**config.mk**
```make
export PLATFORM = sky130hd
export DESIGN_NAME = sre_ram
export DESIGN_NICKNAME = d
export VERILOG_FILES = /design/src/rtl/sre_ram.sv
export SDC_FILE = /design/constraint.sdc
export NUM_CORES = 1
export LEC_CHECK = 0
export ABC_AREA = 1
export BUFFER_PORTS_ARGS = -buffer_cell sky130_fd_sc_hd__buf_2
export CAP_MARGIN = 20
export CORE_UTILIZATION = 23
export DETAILED_ROUTE_END_ITERATION = 8
export SETUP_SLACK_MARGIN = 0.3
export SYNTH_ARGS = -nofsm -noshare
export SYNTH_HDL_FRONTEND = slang
export SYNTH_SLANG_ARGS = --single-unit
```
**constraint.sdc**
```tcl
create_clock -name clock -period 2.88 [get_ports clock]
set_clock_uncertainty 0.1 [all_clocks]
set_input_delay 0.144 -clock clock [delete_from_list [all_inputs] [get_ports clock]]
set_output_delay 0.144 -clock clock [all_outputs]
set_load 0.01 [all_outputs]
```
**src/rtl/sre_ram.sv**
```systemverilog
// Generic simple dual-port RAM: one write port, one read port, registered read.
// Standalone; no package dependency.
`timescale 1ns / 1ps
`default_nettype none

module sre_ram #(
   parameter int Width = 32,
   parameter int Depth = 16,
   localparam int AddrW = (Depth > 1) ? $clog2(Depth) : 1
) (
   input  wire logic             clock,
   input  wire logic             wr_en,
   input  wire logic [AddrW-1:0] wr_addr,
   input  wire logic [Width-1:0] wr_data,
   input  wire logic             rd_en,
   input  wire logic [AddrW-1:0] rd_addr,
   output logic      [Width-1:0] rd_data
);

   logic [Width-1:0] mem_ff [Depth];
   logic [Width-1:0] rd_data_ff;

   always_ff @(posedge clock) begin
      if (wr_en) begin
         mem_ff[wr_addr] <= wr_data;
      end
      if (rd_en) begin
         rd_data_ff <= mem_ff[rd_addr];
      end
   end

   assign rd_data = rd_data_ff;

endmodule

`default_nettype wire

```
==> results.cfg <==
[setup_path]
cp.required_ns = 2.64
path_buf_inv = 1
critPathMaxStageDelay_ns = 0.51
reg2reg_from = mem_ff[9][15]
slowest_stage = edfxtp_1
critPathKind = flip-flop to output pin
cp_max_fo = 1
crit_arrival_ns = 1.30
cp.depth = 1
cp-end-kind = output pin
critPathTopFamily = flip-flops
reg2reg_depth = 6
rrSetupSlack_ns = 1.51
critPathLaunchType = flip-flop
cp_cell_sequence = buf_2
r2r_end = rd_data[15]

[clock_tree]
cts_resized = 0
htreeDepth = 2
cts_num_sinks = 544
clock_tree.root_cell = clkbuf_16
clk_latency_ns = 0.60
cts_buffers = 52
clk_pin_slew_ns = 0.06
clockBufferDepth = 3
cts_tree = yes

[placement]
routabilityCongestion = 0.791
dp_slack_ns = 0.872
place_area_um2 = 24900
hpwl_mm = 34.6
portBuffers = 74

[route]
wl_per_cell_um = 17.2
remaining_drc_errors = 0
num_vias = 14694
drtIter0Drc = 1464
via_per_inst = 4.16
ant_nets = 0
wl_mm = 60.8
dr.pass1.iters = 5

[worst_hold_path]
hold_path_class = input port to flip-flop
min_from = rd_addr[2]
whs_endpoint = rd_data[29]
holdPathStages = 4

[logic_synthesis]
ys_warn_count = 0
synthMostInstantiatedCell = nand2_1
synth_edf_count = 544
ys_ff_latch = 544
synthesis.nets = 2163
synth_area_per_cell_um2 = 10.9
ys.flop_type = edfxtp_1
ys_async_sr_fraction_pct = 0
synth_top_area_share_pct = 70.9
synth_cells = 2120
ys_top_cells_by_count = 677 x nand2_1, 544 x edfxtp_1, 388 x inv_1
synth_area_leaders = edfxtp_1 71%, nand2_1 11%, nand3_1 8.4%
yosysSeqAreaShare_pct = 70.9
ys_types = 14
syn_area_um2 = 23100
yosysTopAreaCell = edfxtp_1

[cells_and_area]
multi_input_area_um2 = 4670
design_area_um2 = 26800
final-seq-area_um2 = 16300
drive_above_1_share_pct = 8.54
fin_nets = 2251
areaGrowthSynthToFinish_pct = 16.3
fillerInstances = 10124
utilization_pct = 27.1

[floorplanning]
die-area_um2 = 101000
initial_core_util_pct = 23.3
die_h_um = 319
fp-row-count = 115
die_w_um = 319
coreArea_um2 = 98900
ios = 75

[grt]
grt-ovfl-total = 0
grt_pass1_wl_mm = 91.9
grt_pass1_vias = 14223
grt_usage_pct = 11.9
grt_max_degree = 138
antenna_found_initial = 8

[sta]
min_period_over_period_pct = 53.8
max-slew-margin-rel_pct = 41.3
tns_ns = 0
fin_crit_ns = 1.55
finalMaxSlewViolations = 0
rsz0062_at_grt = false
fmax_mhz = 646
final_hold_viol_count = 0
setup_ws_ns = 1.33
worst_slew_pin_slew_ns = 0.879
setup_viol = 0

[job]
maxCapViolCount = 0

[status]
status = complete, no violations

[power_and_ir_drop]
vdd_drop_max_mv = 0.373
p_total_mw = 16.4
p_per_area_nw_per_um2 = 613
leakagePower_nw = 10.9
==> layout by cell type (no fill, tap or decap), types with 10 or more instances in the layout <==
master,count
nand2_1,677
edfxtp_1,544
inv_1,386
nand3_1,385
buf_2,71
clkbuf_16,52
dlygate4sd3_1,33
buf_12,19
clkbuf_1,17
nor2_4,16
buf_4,15
clkinv_1,11
clkinv_2,10
==> power breakdown <==
group	internal (mW)	switching [mW]
clock network	3.41	2.91
registers	8.92	0.0691
logic	0.313	0.804
total	12.6	3.78
==> worst min-delay path: stages <==
cell and delay (ns):
buf_4 0.31, nand3_1 0.17, nand3_1 0.07, nand2_1 0.06
==> registers in the layout (all words and copies together) (netlist names) <==
signal and cells:
rd_data 32, mem_ff 512
==> timing repair <==
| action | in CTS | in global routing |
|---|---|---|
| hold buffers | 33 | 0 |
| setup buffers | 0 | 0 |
| hold endpoints to repair | 522 | 0 |
==> cell type report <==
class / count / share of cell area [%]
Antenna cell: 1 / 0.00934
Clock buffer: 69 / 5.09
Clock inverter: 25 / 0.574
Inverter: 390 / 5.50
Multi-Input combinational cell: 1081 / 17.4
Sequential cell: 544 / 61.0
Tap cell: 1287 / 6.01
Timing Repair Buffer: 139 / 4.45
==> routing by layer <==
metal	global-route usage, %	up-vias	share of wire [%]
met3	2.10	88	7.0
met1	16.5	7071	45
met5	0	-	0.12
met2	18.9	479	46
li1	-	7046	-
met4	3.37	10	2.3
==> per-stage QoR <==
| stage | hold WS (ns) | std cells |
|---|---|---|
| finish | 0.163 | 3536 |
| global route | 0.150 | 3536 |
| CTS | 0.113 | 3535 |
| detailed placement | 0.462 | 3408 |
| global placement | 0.464 | 3408 |
| floorplan | 0.143 | 2120 |
==> worst max path at each step <==
stage                     start             to  slack (ns)
finish              rd_data[30]    rd_data[30]        1.33
global route        rd_data[23]    rd_data[23]        1.28
CTS                  rd_data[8]     rd_data[8]        1.27
detailed placement   wr_addr[3]  mem_ff[15][9]        0.87
global placement     wr_addr[2]  mem_ff[9][16]        0.89
floorplan            wr_addr[2]  mem_ff[10][0]        0.64
==> cell families after synthesis <==
group / after synthesis / share of synthesized area, %
simple gates: 1081 / 19.7
buf+inv: 495 / 9.41
flops: 544 / 70.9
No activity file was read; power rests on OpenSTA's default activity.
