$ cat src/rtl/sre_pkg.sv
// Shared types, constants and helpers for the simple RISC instruction executor.
// Used by sre_alu and simple_risc_instruction_executor; depends on nothing else.
`timescale 1ns / 1ps
`default_nettype none

package sre_pkg;

   localparam int MEM_WORDS = 4096;
   localparam int NUM_REGS  = 32;

   localparam int RegIdxW  = (NUM_REGS > 1) ? $clog2(NUM_REGS) : 1;
   localparam int MemAddrW = (MEM_WORDS > 1) ? $clog2(MEM_WORDS) : 1;

   localparam logic [3:0] OP_STORE = 4'd0;
   localparam logic [3:0] OP_LOAD  = 4'd1;
   localparam logic [3:0] OP_LDR   = 4'd2;
   localparam logic [3:0] OP_STR   = 4'd3;
   localparam logic [3:0] OP_MOVC  = 4'd4;
   localparam logic [3:0] OP_ADD   = 4'd5;
   localparam logic [3:0] OP_ADDL  = 4'd6;
   localparam logic [3:0] OP_SUB   = 4'd7;
   localparam logic [3:0] OP_SUBL  = 4'd8;
   localparam logic [3:0] OP_MUL   = 4'd9;
   localparam logic [3:0] OP_AND   = 4'd10;
   localparam logic [3:0] OP_OR    = 4'd11;
   localparam logic [3:0] OP_EXOR  = 4'd12;

   typedef struct packed {
      logic [3:0]         command;
      logic [4:0]         dest_index;
      logic [4:0]         src_a_index;
      logic [4:0]         src_b_index;
      logic [4:0]         src_c_index;
      logic signed [31:0] immediate;
   } sre_req_type;

   typedef struct packed {
      logic               reg_written;
      logic [4:0]         reg_index;
      logic signed [31:0] reg_value;
      logic               mem_written;
      logic [11:0]        mem_word_addr;
      logic signed [31:0] mem_value;
      logic               address_fault;
   } sre_rsp_type;

   // Execute-stage results handed from the ALU to the top level
   typedef struct packed {
      logic        reg_written;
      logic        load_ok;
      logic        store_ok;
      logic [31:0] value;
      logic [31:0] addr;
      logic [11:0] mem_word_addr;
      logic [31:0] mem_value;
      logic        fault;
   } sre_exec_type;

   // Fold a 5-bit register number onto the implemented register count
   function automatic logic [RegIdxW-1:0] reg_slot(input logic [4:0] idx);
      logic [5:0] s;
      s = {1'b0, idx};
      for (int i = 0; i < 4; i++) begin
         if (s >= 6'(NUM_REGS)) begin
            s = s - 6'(NUM_REGS);
         end
      end
      return s[RegIdxW-1:0];
   endfunction

endpackage

`default_nettype wire

$ cat src/rtl/sre_alu.sv
// Execute logic: ALU, multiplier, address generation and range check.
// Depends on sre_pkg for opcodes, memory size and the result struct.
`timescale 1ns / 1ps
`default_nettype none

module sre_alu
   import sre_pkg::*;
(
   input  wire logic [3:0]   cmd,
   input  wire logic [31:0]  op_a,
   input  wire logic [31:0]  op_b,
   input  wire logic [31:0]  op_c,
   input  wire logic [31:0]  imm,
   output sre_exec_type      result
);

   logic        is_mem;
   logic        is_store;
   logic        wr_alu;
   logic [31:0] alu_value;
   logic [31:0] addr;
   logic        fault;

   always_comb begin
      is_mem    = 1'b0;
      is_store  = 1'b0;
      wr_alu    = 1'b0;
      alu_value = '0;
      addr      = '0;
      unique case (cmd)
         OP_STORE: begin
            is_mem   = 1'b1;
            is_store = 1'b1;
            addr     = op_b + imm;
         end
         OP_STR: begin
            is_mem   = 1'b1;
            is_store = 1'b1;
            addr     = op_b + op_c;
         end
         OP_LOAD: begin
            is_mem = 1'b1;
            addr   = op_a + imm;
         end
         OP_LDR: begin
            is_mem = 1'b1;
            addr   = op_a + op_b;
         end
         OP_MOVC: begin
            wr_alu    = 1'b1;
            alu_value = imm;
         end
         OP_ADD: begin
            wr_alu    = 1'b1;
            alu_value = op_a + op_b;
         end
         OP_ADDL: begin
            wr_alu    = 1'b1;
            alu_value = op_a + imm;
         end
         OP_SUB: begin
            wr_alu    = 1'b1;
            alu_value = op_a - op_b;
         end
         OP_SUBL: begin
            wr_alu    = 1'b1;
            alu_value = op_a - imm;
         end
         OP_MUL: begin
            wr_alu    = 1'b1;
            alu_value = op_a * op_b;
         end
         OP_AND: begin
            wr_alu    = 1'b1;
            alu_value = op_a & op_b;
         end
         OP_OR: begin
            wr_alu    = 1'b1;
            alu_value = op_a | op_b;
         end
         OP_EXOR: begin
            wr_alu    = 1'b1;
            alu_value = op_a ^ op_b;
         end
         default: begin
            is_mem = 1'b0;
         end
      endcase
   end

   // Unsigned compare also catches negative addresses
   assign fault = is_mem && (addr >= 32'(MEM_WORDS));

   always_comb begin
      result.load_ok       = is_mem && !is_store && !fault;
      result.store_ok      = is_store && !fault;
      result.reg_written   = wr_alu || result.load_ok;
      result.value         = alu_value;
      result.addr          = addr;
      result.mem_word_addr = is_mem ? addr[11:0] : 12'd0;
      result.mem_value     = result.store_ok ? op_a : 32'd0;
      result.fault         = fault;
   end

endmodule

`default_nettype wire

$ cat config.mk
export PLATFORM = sky130hd
export DESIGN_NAME = sre_alu
export DESIGN_NICKNAME = d
export VERILOG_FILES = /design/src/rtl/sre_pkg.sv /design/src/rtl/sre_alu.sv
export SDC_FILE = /design/constraint.sdc
export NUM_CORES = 2
export LEC_CHECK = 0
export ABC_AREA = 1
export BUFFER_PORTS_ARGS = -buffer_cell sky130_fd_sc_hd__buf_2
export CAP_MARGIN = 20
export CORE_UTILIZATION = 40
export DETAILED_ROUTE_END_ITERATION = 7
export GPL_TIMING_DRIVEN = 0
export PLACE_DENSITY = 0.56
export SLEW_MARGIN = 20
export SYNTH_ARGS = -nofsm -noshare
export SYNTH_HDL_FRONTEND = slang
export SYNTH_SLANG_ARGS = --single-unit
$ cat constraint.sdc
create_clock -name vclk -period 17.35
set_clock_uncertainty 0.05 [all_clocks]
set_input_delay 0.8675 -clock vclk [all_inputs]
set_output_delay 0.8675 -clock vclk [all_outputs]
set_load 0.01 [all_outputs]
==> flow_summary.yaml <==
global_route:
  grt_max_degree: 11
  overflow: 0
  antenna_found_initial: 8
  grt_pass1_vias: 31800
  groute.usage.overall: 0.427
  grt_pass1_wl_um: 225000
flow_run:
  cap_violations: 0
sta:
  fin_crit_ps: 10610
  fin_crit_sh: 0.611
  max_freq_mhz: 94.3
  rsz0062_at_grt: "false"
  final-max-slew-violation-count: 0
  finalSetupTns_ps: 0
  finalSetupViolCount: 0
  finalHoldViolCount: 0
  tightestPinTransition_ps: 1270
  slew_headroom: 0.156
setup_path:
  critPathCaptureType: "primary output"
  critPathMaxStageDelay_ps: 900
  critPathMaxFanout: 10
  slowest_stage: "clkbuf_1"
  critPathLaunch: "op_a[6]"
  crit_top_cell: "fa_1"
  start_kind: "primary input"
  critPathArrivalTime_ps: 9690
  required_ps: 16430
  critical_path_class: "primary input to primary output"
routing:
  drt_iter0_drc: 2984
  wl_um: 161000
  detail_route.wl_per_cell_um: 26.8
  ant_nets: 0
  viasPerCell: 5.43
  dr.pass1.iters: 8
  vias: 32700
  drc: 12
place:
  gp_congestion: 1.09
  hpwl_um: 139000
  port_buffers: 244
logic_synthesis:
  ys_warn_count: 0
  seq_area_frac_synth: 0
  synth_nets: 5641
  syn_avg_cell_area_um2: 6.14
  synth_top_area_share: 0.279
  synthCells: 4817
  synth_cell_types: 55
  ys_top_cells_by_area: "fa_1 (28%), nand2_1 (19%), inv_1 (16%)"
  syn-cell-area_mm2: 0.0296
  synth_area_leader_cell: "fa_1"
final_layout:
  final_cell_mix: "nand2_1 (1515), inv_1 (1256), fa_1 (412)"
  final_core_util: 0.438
  nClkBuffers: 0
  fin_nets: 5887
  seq_cell_count: 0
  fillers: 8330
  syn2layout_area_growth_pct: 8.25
  regArea_um2: 0
  drive_above_1_share: 0.0784
  final_common_cell: "nand2_1"
clock_tree:
  cts_resized: 0
  cts_setup_buffers: 0
  postCtsHoldBufs: 0
floorplanning:
  initial_core_util: 0.405
  ios: 244
  dieArea_mm2: 0.0750
  core_mm2: 0.0731
  rows: 99
  die_h_um: 274
  die_w_um: 274
outcome:
  failed_checks: "DRC"
  status: "complete, but fails checks"
worst_hold_path:
  min_from: "op_a[31]"
  hold_class: "primary input to primary output"
==> layout make-up <==
cell class	count	area (µm²)	share of cell area
Multi-Input combinational cell	3389	24100	0.754
Tap cell	959	1200	0.0375
Buffer	159	678	0.0212
Antenna cell	5	12.5	0.000391
Inverter	1269	4760	0.149
Timing Repair Buffer	244	1220	0.0382
==> path summary, 6_finish.rpt <==
kind,slack [ps],to,depth (start not counted)
hold / removal,2230,result[32],4
setup / recovery,6740,result[106],28
==> worst max-delay path: cells and delay by family <==
kind / cells / cell delay [ps]
buffers and inverters: 8 / 2500
and+or+nand+nor: 7 / 1060
adders and majority gates: 9 / 4120
AOI/OAI and AO/OA: 4 / 1100
==> cell usage after synthesis, types with 14 or more instances <==
master	n
nand2_1	1515
inv_1	1256
fa_1	412
ha_1	280
nand3_1	276
nor2_1	208
a21oi_1	150
clkbuf_1	123
o21ai_0	123
nor2_2	48
nand4_1	43
xor2_1	34
xnor2_1	29
a221oi_1	28
o22ai_1	26
nor3_1	24
or2_2	23
o21bai_1	22
mux2_2	19
a21o_1	16
buf_1	16
buf_4	14
==> stage by stage <==
| stage | instance area [µm²] | cells | hold slack [ps] | worst slack (ps) |
|---|---|---|---|---|
| after floorplan | 29600 | 4817 | 1800 | 9430 |
| final | 32000 | 6025 | 2230 | 6740 |
| after detailed placement | 32000 | 6020 | 2200 | 7140 |
| after global placement | 32000 | 6020 | 2200 | 7080 |
| after global routing | 32000 | 6021 | 2220 | 6720 |
| after CTS | 32000 | 6020 | 2200 | 7120 |
==> per-layer routing <==
layer / vias to the layer above / part of all wire / global-route usage
met5: - / 0.000081 / 0
li1: 14900 / - / -
met2: 1614 / 0.45 / 0.701
met3: 454 / 0.080 / 0.0599
met1: 15800 / 0.38 / 0.511
met4: 2 / 0.090 / 0.309
==> kinds of logic after synthesis <==
logic type               count (synthesis)  share of synthesized area
multiplexers                            19                    0.00724
adder cells (fa/ha/maj)                692                      0.397
buffers and inverters                 1428                      0.184
AO/OA/AOI/OAI                          419                     0.0838
XOR/XNOR                                63                     0.0187
AND/OR/NAND/NOR                       2196                      0.309
